$ cat config.mk
export PLATFORM = sky130hd
export DESIGN_NAME = arh_ctrl
export DESIGN_NICKNAME = d
export VERILOG_FILES = /design/src/arh_pkg.sv /design/src/arh_ctrl.sv
export SDC_FILE = /design/constraint.sdc
export NUM_CORES = 1
export LEC_CHECK = 0
export BUFFER_PORTS_ARGS = -buffer_cell sky130_fd_sc_hd__buf_2
export CORE_AREA = 5 5 49 51
export CTS_BUF_LIST = sky130_fd_sc_hd__clkbuf_8
export DETAILED_ROUTE_END_ITERATION = 10
export DIE_AREA = 0 0 54 56
export SLEW_MARGIN = 10
export SYNTH_ARGS = -nofsm -noshare
export SYNTH_HDL_FRONTEND = slang
export SYNTH_SLANG_ARGS = --single-unit
$ cat constraint.sdc
create_clock -name clk_i -period 4.1 [get_ports clk_i]
set_input_delay 0.41 -clock clk_i [delete_from_list [all_inputs] [get_ports clk_i]]
set_output_delay 0.41 -clock clk_i [all_outputs]
set_load 0.005 [all_outputs]
$ cat src/arh_pkg.sv
package arh_pkg;

  localparam int unsigned MaxSamples  = 4096;
  localparam int unsigned MaxBins     = 64;
  localparam int unsigned SampleWidth = 32;
  localparam int unsigned BinSetWidth = 7;
  localparam int unsigned BinIdxWidth = 6;
  localparam int unsigned TotalWidth  = 13;
  localparam logic [BinSetWidth-1:0] BinSetReset = 7'd16;

  typedef enum logic [1:0] {
    StatNormal = 2'd0,
    StatZeroRange = 2'd1,
    StatEmpty = 2'd2
  } status_e;

  typedef struct packed {
    logic signed [SampleWidth-1:0] sample;
    logic include_req;
    logic last_sample;
  } in_item_t;

  typedef struct packed {
    logic [BinIdxWidth-1:0] bin_index;
    logic [TotalWidth-1:0] bin_total;
    logic signed [SampleWidth-1:0] lower_edge;
    logic signed [SampleWidth-1:0] upper_edge;
    logic signed [SampleWidth-1:0] data_min;
    logic signed [SampleWidth-1:0] data_max;
    logic [1:0] status;
    logic final_bin;
  } out_item_t;

  typedef enum logic [3:0] {
    StIdle,
    StClear,
    StRead,
    StWait,
    StDiv,
    StCount,
    StEdgeLo,
    StEdgeHi,
    StEmit,
    StSpecial
  } state_e;

  typedef struct packed {
    logic load;
    logic clr_bins;
    logic rd_start;
    logic div_start;
    logic count;
    logic edge_lo;
    logic edge_hi;
    logic emit_load;
    logic special_load;
    logic next_bin;
    logic next_sample;
    logic end_set;
  } cmd_t;

  typedef struct packed {
    logic last_in;
    logic empty;
    logic zero_range;
    logic div_done;
    logic samples_done;
    logic bins_clear_done;
    logic bins_done;
    logic out_free;
  } stat_t;

endpackage

$ cat src/arh_ctrl.sv
module arh_ctrl (
  input  logic           clk_i,
  input  logic           rst_ni,
  input  logic           in_valid_i,
  output logic           in_ready_o,
  input  arh_pkg::stat_t stat_i,
  output arh_pkg::cmd_t  cmd_o
);

  arh_pkg::state_e state_q, state_d;

  always_ff @(posedge clk_i or negedge rst_ni) begin
    if (!rst_ni) begin
      state_q <= arh_pkg::StIdle;
    end else begin
      state_q <= state_d;
    end
  end

  always_comb begin
    state_d = state_q;
    unique case (state_q)
      arh_pkg::StIdle: begin
        if (in_valid_i && stat_i.last_in) state_d = arh_pkg::StClear;
      end
      arh_pkg::StClear: begin
        if (stat_i.bins_clear_done) begin
          if (stat_i.empty || stat_i.zero_range) state_d = arh_pkg::StSpecial;
          else state_d = arh_pkg::StRead;
        end
      end
      arh_pkg::StRead: state_d = arh_pkg::StWait;
      arh_pkg::StWait: state_d = arh_pkg::StDiv;
      arh_pkg::StDiv: begin
        if (stat_i.div_done) state_d = arh_pkg::StCount;
      end
      arh_pkg::StCount: begin
        if (stat_i.samples_done) state_d = arh_pkg::StEdgeLo;
        else state_d = arh_pkg::StRead;
      end
      arh_pkg::StEdgeLo: begin
        if (stat_i.div_done) state_d = arh_pkg::StEdgeHi;
      end
      arh_pkg::StEdgeHi: begin
        if (stat_i.div_done && stat_i.out_free) state_d = arh_pkg::StEmit;
      end
      arh_pkg::StEmit: begin
        if (stat_i.out_free) begin
          if (stat_i.bins_done) state_d = arh_pkg::StIdle;
          else state_d = arh_pkg::StEdgeLo;
        end
      end
      arh_pkg::StSpecial: begin
        if (stat_i.out_free) state_d = arh_pkg::StIdle;
      end
      default: state_d = arh_pkg::StIdle;
    endcase
  end

  always_comb begin
    cmd_o = '0;
    in_ready_o = 1'b0;
    unique case (state_q)
      arh_pkg::StIdle: begin
        in_ready_o = 1'b1;
        cmd_o.load = in_valid_i;
      end
      arh_pkg::StClear: cmd_o.clr_bins = 1'b1;
      arh_pkg::StRead: cmd_o.rd_start = 1'b1;
      arh_pkg::StWait: cmd_o.div_start = 1'b1;
      arh_pkg::StDiv: ;
      arh_pkg::StCount: begin
        cmd_o.count = 1'b1;
        cmd_o.next_sample = 1'b1;
        cmd_o.edge_lo = stat_i.samples_done;
      end
      arh_pkg::StEdgeLo: cmd_o.edge_hi = stat_i.div_done;
      arh_pkg::StEdgeHi: cmd_o.emit_load = stat_i.div_done && stat_i.out_free;
      arh_pkg::StEmit: begin
        if (stat_i.out_free) begin
          cmd_o.next_bin = 1'b1;
          cmd_o.end_set = stat_i.bins_done;
          cmd_o.edge_lo = !stat_i.bins_done;
        end
      end
      arh_pkg::StSpecial: begin
        cmd_o.special_load = stat_i.out_free;
        cmd_o.end_set = stat_i.out_free;
      end
      default: ;
    endcase
  end

endmodule

After elaboration in Yosys (flattened, before gate mapping)
Index checks and enable logic that the tools add are counted.
Storage, ports and cells
  register bits after elaboration: 4
  bits of input ports: 11
  output and inout bits: 13
  logic and storage cells: 49
Cells by class
  eq/ne operators: 16
  muxes and demuxes: 26
  reductions and logical operators: 6
Operator list (count)
  4-bit case mux with 10 select lines: 1
  4-bit two-way mux: 8
  4-bit by 3-bit equality test with 1-bit output, second input constant: 4
  2-bit inequality test, second input constant: 7
  1-bit two-way mux: 13
  4-bit by 2-bit equality test with 1-bit output, second input constant: 2
  4-bit equality test, second input constant: 2
  7-bit AND reduction: 1
  3-bit two-way mux: 2
  4-bit by 1-bit equality test with 1-bit output, second input constant: 1
  4-bit logical NOT: 1
  1-bit case mux with 2 select lines: 2
  1-bit logical AND: 2
  1-bit logical NOT: 1
  1-bit logical OR: 1

Logic depth before layout (Yosys ltp)
Gate-level depths: netlist of run 1.
  depth in word-level cells: 4
  mapped depth: 5
  mapped depth without buffers: 4

Worst setup path after synthesis of run 1
OpenSTA, ideal clock, no wires.
  path type: reg-to-output
  from: register state_q[3]
  to: output port cmd_o[6] in the netlist's numbering
  arrival time: 1.078 ns
  required time: 3.690 ns
  path slack: 2.612 ns
  cell stages (with the launch flop): 5
  buffers on the path: 1
  cells stage by stage: dfrtp_1 -> buf_4 -> nand2b_1 -> nor2_1 -> a22o_1
RTL lines
  from (decl): RTL line arh_ctrl.sv:10  | arh_pkg::state_e state_q, state_d;
  from (signal assigned): RTL line arh_ctrl.sv:14  | state_q <= arh_pkg::StIdle;
  from (signal assigned): RTL line arh_ctrl.sv:16  | state_q <= state_d;
  to (decl): RTL line arh_ctrl.sv:7  | output arh_pkg::cmd_t cmd_o

==> results of run 1 <==
## through the flow
| stage | utilization (%) | cell area, µm² |
|---|---|---|
| finish | 33.4 | 634 |
| global route | 33.4 | 634 |
| CTS | 33.4 | 634 |
| detailed placement | 30.7 | 583 |
| global placement | 30.7 | 583 |
| floorplan | - | 479 |
## Yosys cell counts
| cell | n | area, µm² |
|---|---|---|
| nor2_1 | 7 | 26.3 |
| nor3_1 | 7 | 35.0 |
| nand2_1 | 6 | 22.5 |
| dfrtp_1 | 4 | 100 |
| buf_4 | 3 | 22.5 |
| nor2b_1 | 3 | 18.8 |
| a21oi_1 | 2 | 10.0 |
| buf_6 | 2 | 22.5 |
| inv_1 | 2 | 7.51 |
| mux2_4 | 2 | 30.0 |
| nand2_2 | 2 | 12.5 |
| nand2b_1 | 2 | 12.5 |
| a211o_1 | 1 | 8.76 |
| a22o_1 | 1 | 8.76 |
| a22oi_1 | 1 | 7.51 |
| and2_1 | 1 | 6.26 |
| mux2_2 | 1 | 11.3 |
| nand3_2 | 1 | 10.0 |
| nor2_2 | 1 | 6.26 |
| nor2b_2 | 1 | 8.76 |
| nor2b_4 | 1 | 13.8 |
| nor3b_1 | 1 | 7.51 |
| nor4_2 | 1 | 12.5 |
| o211ai_2 | 1 | 12.5 |
| o21ai_0 | 1 | 5.00 |
| o21ai_1 | 1 | 5.00 |
| o21ai_2 | 1 | 8.76 |
| o22a_1 | 1 | 8.76 |
| o2bb2ai_1 | 1 | 8.76 |
| o32ai_1 | 1 | 8.76 |
## worst max path at each step
stage	from	endpoint	slack, ns	cells after the start
finish	state_q[1]	cmd_o[6]	2.13	4
global route	state_q[1]	cmd_o[6]	2.01	4
CTS	state_q[1]	cmd_o[6]	2.12	4
detailed placement	state_q[1]	cmd_o[6]	2.36	4
global placement	state_q[1]	cmd_o[6]	2.35	4
floorplan	state_q[3]	cmd_o[6]	2.61	4
## worst max-delay path, stage by stage (launching register included)
cell      delay, ns
dfrtp_1        0.60
nand2b_1       0.29
nor2_1         0.11
a22o_1         0.23
buf_2          0.12
## routing by layer
metal / track usage, % / routed length (µm) / vias to the layer above
met1: 9.98 / 506 / 235
met2: 16.4 / 659 / 11
met5: 0 / 0 / -
met3: 2.41 / 51 / 2
li1: - / - / 254
met4: 4.27 / 21 / 0
## area by class of cell
class,instances,share of cell area (%)
flip-flops and latches,4,15.8
well taps,27,5.33
multi-input cells,49,51.5
inverters,2,1.18
repair buffers,24,19.7
clock buffers,3,6.51
## kinds of logic (layout without fill, tap and decap cells)
kind of cell	Yosys count	count (layout)	synth area share [%]
and+or+nand+nor	34	34	40.2
buffers and inverters	7	29	11.0
muxes	3	3	8.62
AOI/OAI and AO/OA	12	12	19.3
DFF	4	4	20.9
## power by group
| group | switching [mW] | internal [mW] |
|---|---|---|
| clock network | 0.0205 | 0.0626 |
| registers | 0.0536 | 0.0555 |
| logic | 0.104 | 0.121 |
| total | 0.178 | 0.239 |
==> flow_metrics.py, run 1 <==
metrics = {
    "floorplanning": {
        "coreArea_mm2": 0.00190,
        "die_y_um": 56,
        "rows": 16,
        "num_io_pins": 24,
        "die_x_um": 54,
        "dieArea_mm2": 0.00302,
        "initial_utilization_pct": 25.2,
    },
    "cts": {
        "cts_sinks": 4,
        "cts_tree": "built",
        "numCtsBuffers": 3,
        "cts_htree_levels": 1,
        "clock_latency_ns": 0.22,
        "hold_buffers": 1,
        "cts-resized-gates": 0,
        "clock_path_buffers": 2,
        "post_cts_buffers": 0,
        "clock-root-buffer": "clkbuf_8",
        "cts.clk_slew.worst_paths_ns": 0.03,
    },
    "yosys": {
        "synth_cells": 60,
        "yosysWarnings": 0,
        "yosysSeqAreaShare_pct": 20.9,
        "synth_seq_cells": 4,
        "syn_area_per_cell_um2": 7.99,
        "syn_area_um2": 479,
        "ys_types": 30,
        "syn_nets": 71,
    },
    "route": {
        "drt_iter0_drc": 8,
        "drcViolationCount": 0,
        "wl_per_cell_um": 11.4,
        "dr_total_vias": 502,
        "dr.pass1.iters": 4,
        "wirelength_um": 1240,
        "ant_nets": 0,
        "via_per_inst": 4.61,
    },
    "finish": {
        "reg_top3": "state_q (4)",
        "drive_gt1_share_pct": 46.3,
        "multi_input_area_um2": 327,
        "diodes": 0,
        "final_net_count": 95,
        "layout_common_cells": "buf_2 (23), nor2_1 (7), nor3_1 (7), nand2_1 (6), dfrtp_1 (4)",
        "regArea_um2": 100,
        "largest_register_ffs": 4,
        "mostFrequentLayoutCell": "buf_2",
        "final_cells": 109,
        "areaGrowthSynthToFinish_pct": 32.4,
        "fillers": 210,
        "regMostFlops": "state_q",
    },
    "global_routing": {
        "grt_max_degree": 15,
        "grt_pass1_wl_um": 2170,
        "first_global_vias": 536,
        "grt_usage_pct": 9.36,
        "antenna_found_initial": 0,
        "grt_overflow": 0,
    },
    "sta": {
        "min_period_ns": 1.97,
        "grt_setup_unrepaired": "no",
        "hold_viol_final": 0,
        "tns_ns": 0,
        "post-route-period-util_pct": 48.2,
        "fmax_ghz": 0.506,
        "slew_viol_final": 0,
        "postLayoutSetupSlackWorst_ns": 2.13,
        "holdWs_ns": 0.524,
        "tightest_slew_ns": 0.437,
        "setup_violations": 0,
        "relSlewSlack_pct": 70.9,
        "fin_worst_skew_ns": 0.00403,
    },
    "power_and_ir_drop": {
        "power_uw": 417,
        "p_per_area_mw_per_mm2": 657,
        "vdd_drop_max_mv": 0.218,
        "leakagePower_nw": 0.316,
    },
    "critical_path": {
        "path_max_fanout": 13,
        "worstSetupPathType": "register to primary output",
        "arrival_ns": 1.56,
        "timing.rr.end": "state_q[0]",
        "cp-end-kind": "primary output",
        "r2r-start": "state_q[1]",
        "cp-start-kind": "register",
        "rrSetupSlack_ns": 2.50,
        "r2r_cells": 4,
        "critPathRequiredTime_ns": 3.69,
    },
    "placement": {
        "gp_congestion": 0.827,
        "port_buffers": 23,
        "dpl.hpwl_um": 987,
        "place_inst": 105,
        "dp_slack_ns": 2.36,
    },
    "hold_path": {
        "hold_path.class": "input pin to asynchronous set/reset pin",
    },
    "job": {
        "drv_cap": 0,
    },
    "status": {
        "outcome": "finished, final reports clean",
    },
}
Note: power is estimated with default switching activity, not from simulation.
==> run 2: changes to the inputs <==
--- a/config.mk
+++ b/config.mk
@@ -5,11 +5,12 @@
 export SDC_FILE = /design/constraint.sdc
 export NUM_CORES = 1
 export LEC_CHECK = 0
+export ABC_AREA = 1
 export BUFFER_PORTS_ARGS = -buffer_cell sky130_fd_sc_hd__buf_2
-export CORE_AREA = 5 5 49 51
+export CORE_AREA = 5 5 50 52
 export CTS_BUF_LIST = sky130_fd_sc_hd__clkbuf_8
 export DETAILED_ROUTE_END_ITERATION = 10
-export DIE_AREA = 0 0 54 56
+export DIE_AREA = 0 0 55 57
 export SLEW_MARGIN = 10
 export SYNTH_ARGS = -nofsm -noshare
 export SYNTH_HDL_FRONTEND = slang
==> constraint.sdc (replaced) <==
create_clock -name clk_i -period 1.95 [get_ports clk_i]
set_input_delay 0.195 -clock clk_i [delete_from_list [all_inputs] [get_ports clk_i]]
set_output_delay 0.195 -clock clk_i [all_outputs]
set_load 0.005 [all_outputs]
==> run 2 against run 1 <==
Against the previous run:
- wire length up 9.6%
- largest power group unchanged
- die area increased by 3.7%
- count of clock-buffer cells in the layout unchanged
- design area up 9.1%
==> flow_metrics.py, run 2 <==
metrics = {
    "yosys": {
        "synth_compound_area_share_pct": 8.29,
        "yosysMostFrequentCell": "nand2_1",
        "synth-xor-area-share_pct": 0,
        "ys_types": 20,
        "muxShareOfSynthArea_pct": 0,
        "yosys.area.top_type_share_pct": 20.1,
        "synth_ff_type": "dfrtp_1",
        "synth_top_family_by_area": "simple AND/OR/NAND/NOR gates",
        "synthTopCellsByArea": "dfrtp_1 (20%), nand2_1 (20%), nor2_4 (9.0%), nand3_2 (8.0%), inv_1 (7.5%)",
        "syn_nets": 91,
        "syn_area_um2": 498,
        "synth_top_area_cell": "dfrtp_1",
        "synth_top_cells_by_count": "nand2_1 (26), inv_1 (10), nor2_1 (9)",
        "synthArstFlopShare_pct": 100,
        "yosysSeqAreaShare_pct": 20.1,
        "syn_area_per_cell_um2": 6.22,
        "synth_seq_cells": 4,
        "synthAdderAreaFrac_pct": 0,
        "synth_edf_count": 0,
        "synth_cells": 80,
        "synthSimpleGateAreaFrac_pct": 58.0,
        "yosysWarnings": 0,
    },
    "finish": {
        "final_cells": 134,
        "diodes": 0,
        "areaGrowthSynthToFinish_pct": 38.9,
        "layout_common_cells": "nand2_1 (26), buf_2 (23), inv_1 (10), nor2_1 (9), inv_2 (5)",
        "fillers": 247,
        "reg_top3": "state_q (4)",
        "largest_register_ffs": 4,
        "regArea_um2": 100,
        "final_net_count": 119,
        "multi_input_area_um2": 330,
        "mostFrequentLayoutCell": "nand2_1",
        "drive_gt1_share_pct": 41.5,
        "regMostFlops": "state_q",
    },
    "placement": {
        "gp_congestion": 0.900,
        "dp_slack_ns": 0.607,
        "port_buffers": 23,
        "dpl.hpwl_um": 1150,
        "place_inst": 130,
    },
    "sta": {
        "relSlewSlack_pct": 81.2,
        "fin_worst_skew_ns": 0.00483,
        "post-route-period-util_pct": 80.7,
        "setup_violations": 0,
        "tightest_slew_ns": 0.283,
        "fmax_ghz": 0.636,
        "slew_viol_final": 0,
        "tns_ns": 0,
        "postLayoutSetupSlackWorst_ns": 0.377,
        "min_period_ns": 1.57,
        "hold_viol_final": 0,
        "grt_setup_unrepaired": "no",
    },
    "cts": {
        "cts_sinks": 4,
        "post_cts_buffers": 0,
        "numCtsBuffers": 3,
        "cts_htree_levels": 1,
        "clock_latency_ns": 0.22,
        "clock_path_buffers": 2,
        "cts_tree": "built",
        "cts.clk_slew.worst_paths_ns": 0.03,
        "clock-root-buffer": "clkbuf_8",
    },
    "route": {
        "drt_iter0_drc": 2,
        "via_per_inst": 4.12,
        "wirelength_um": 1360,
        "ant_nets": 0,
        "drcViolationCount": 0,
        "dr.pass1.iters": 4,
        "dr_total_vias": 552,
        "wl_per_cell_um": 10.1,
    },
    "power_and_ir_drop": {
        "combPwrFrac_pct": 60.6,
        "leakagePower_nw": 0.431,
        "p_clk_share_pct": 20.5,
        "internal_power_uw": 443,
        "p_sw_share_pct": 48.7,
        "p_seq_share_pct": 18.9,
        "vdd_drop_max_mv": 0.375,
        "p_switching_uw": 421,
        "p_per_area_mw_per_mm2": 1250,
    },
    "critical_path": {
        "crit_chain": "inv_2 > nand2_1 > nor2_1 > inv_1 > o21ai_1 > buf_2",
        "path_max_fanout": 9,
        "crit_slowest_cell": "dfrtp_1",
        "critPathRequiredTime_ns": 1.75,
        "cp-end-kind": "primary output",
        "worstSetupPathType": "register to primary output",
        "crit_path_start": "state_q[0]",
        "max_stage_delay_ns": 0.40,
        "r2r-start": "state_q[3]",
        "cp-start-kind": "register",
        "arrival_ns": 1.38,
    },
    "global_routing": {
        "grt_usage_pct": 9.78,
        "grt_overflow": 0,
        "first_global_vias": 525,
        "grt_max_degree": 10,
        "grt_pass1_wl_um": 2190,
        "antenna_found_initial": 0,
    },
    "hold_path": {
        "hold_path.class": "input pin to asynchronous set/reset pin",
    },
    "floorplanning": {
        "dieArea_mm2": 0.00314,
        "initial_utilization_pct": 24.1,
        "num_io_pins": 24,
        "die_x_um": 55,
        "rows": 17,
        "die_y_um": 57,
        "coreArea_mm2": 0.00206,
    },
    "job": {
        "drv_cap": 0,
    },
    "status": {
        "outcome": "finished, final reports clean",
    },
}
run 2: cell count changes after synthesis, sizes merged, moves of 5 or more:
cell   previous run  this run
nor2b             5         0
nor3              7         0
nand2             8        28
nor2              8        14
inv               2        15
nand3             1         8
run 2: critical path, delay by kind of cell (launching register included):
kind	cells	cell delay (ns)
DFF	1	0.40
AOI/OAI and AO/OA	1	0.11
buffers and inverters	3	0.35
and+or+nand+nor	2	0.29
run 2: per-stage QoR:
stage	util (%)	cell area (µm²)	hold WS, ns	power [mW]
after floorplan	-	498	-0.101	0.545
after global placement	31.0	641	0.00000341	0.688
after detailed placement	31.0	641	0.00199	0.690
after CTS	33.5	692	0.302	0.875
after global routing	33.5	692	0.320	0.956
final	33.5	692	0.305	0.865
run 2: area by class of cell:
type	instances	share of cell area (%)
Multi-Input combinational cell	59	47.7
Timing Repair Buffer	24	18.1
Inverter	16	8.68
Clock buffer	3	5.97
Sequential cell	4	14.5
Tap cell	28	5.06
run 2: timing repair:
item                       CTS  global route
resized for setup            0             0
setup endpoints to repair    0             0
hold buffers                 1             0
hold endpoints to repair     4             0
run 2: kinds of logic after synthesis:
logic type	Yosys count
flops	4
compound gates	6
simple gates	53
buf+inv	17
run 2: metal layers:
| layer | share of wire, % | routed length [µm] | track usage [%] |
|---|---|---|---|
| met5 | 0 | 0 | 0 |
| met3 | 7.2 | 98 | 2.35 |
| met2 | 49 | 663 | 15.4 |
| met4 | 2.4 | 32 | 6.25 |
| met1 | 41 | 563 | 11.5 |
run 2: final timing paths:
kind	end	slack [ns]	depth (start not counted)
setup / recovery	cmd_o[6]	0.38	6
hold / removal	state_q[2]	0.30	2
setup reg to reg	state_q[1]	0.68	6
hold reg to reg	state_q[0]	0.64	3
max in group asynchronous	state_q[3]	1.53	2
min in group clk_i	state_q[3]	0.33	5
run 2: power by group through the flow:
| stage | registers, mW | logic, mW | clock network [mW] |
|---|---|---|---|
| after global placement | 0.161 | 0.527 | 0 |
| after CTS | 0.163 | 0.530 | 0.182 |
| after floorplan | 0.157 | 0.389 | 0 |
| after global routing | 0.171 | 0.598 | 0.187 |
| final | 0.163 | 0.524 | 0.177 |
| after detailed placement | 0.164 | 0.526 | 0 |
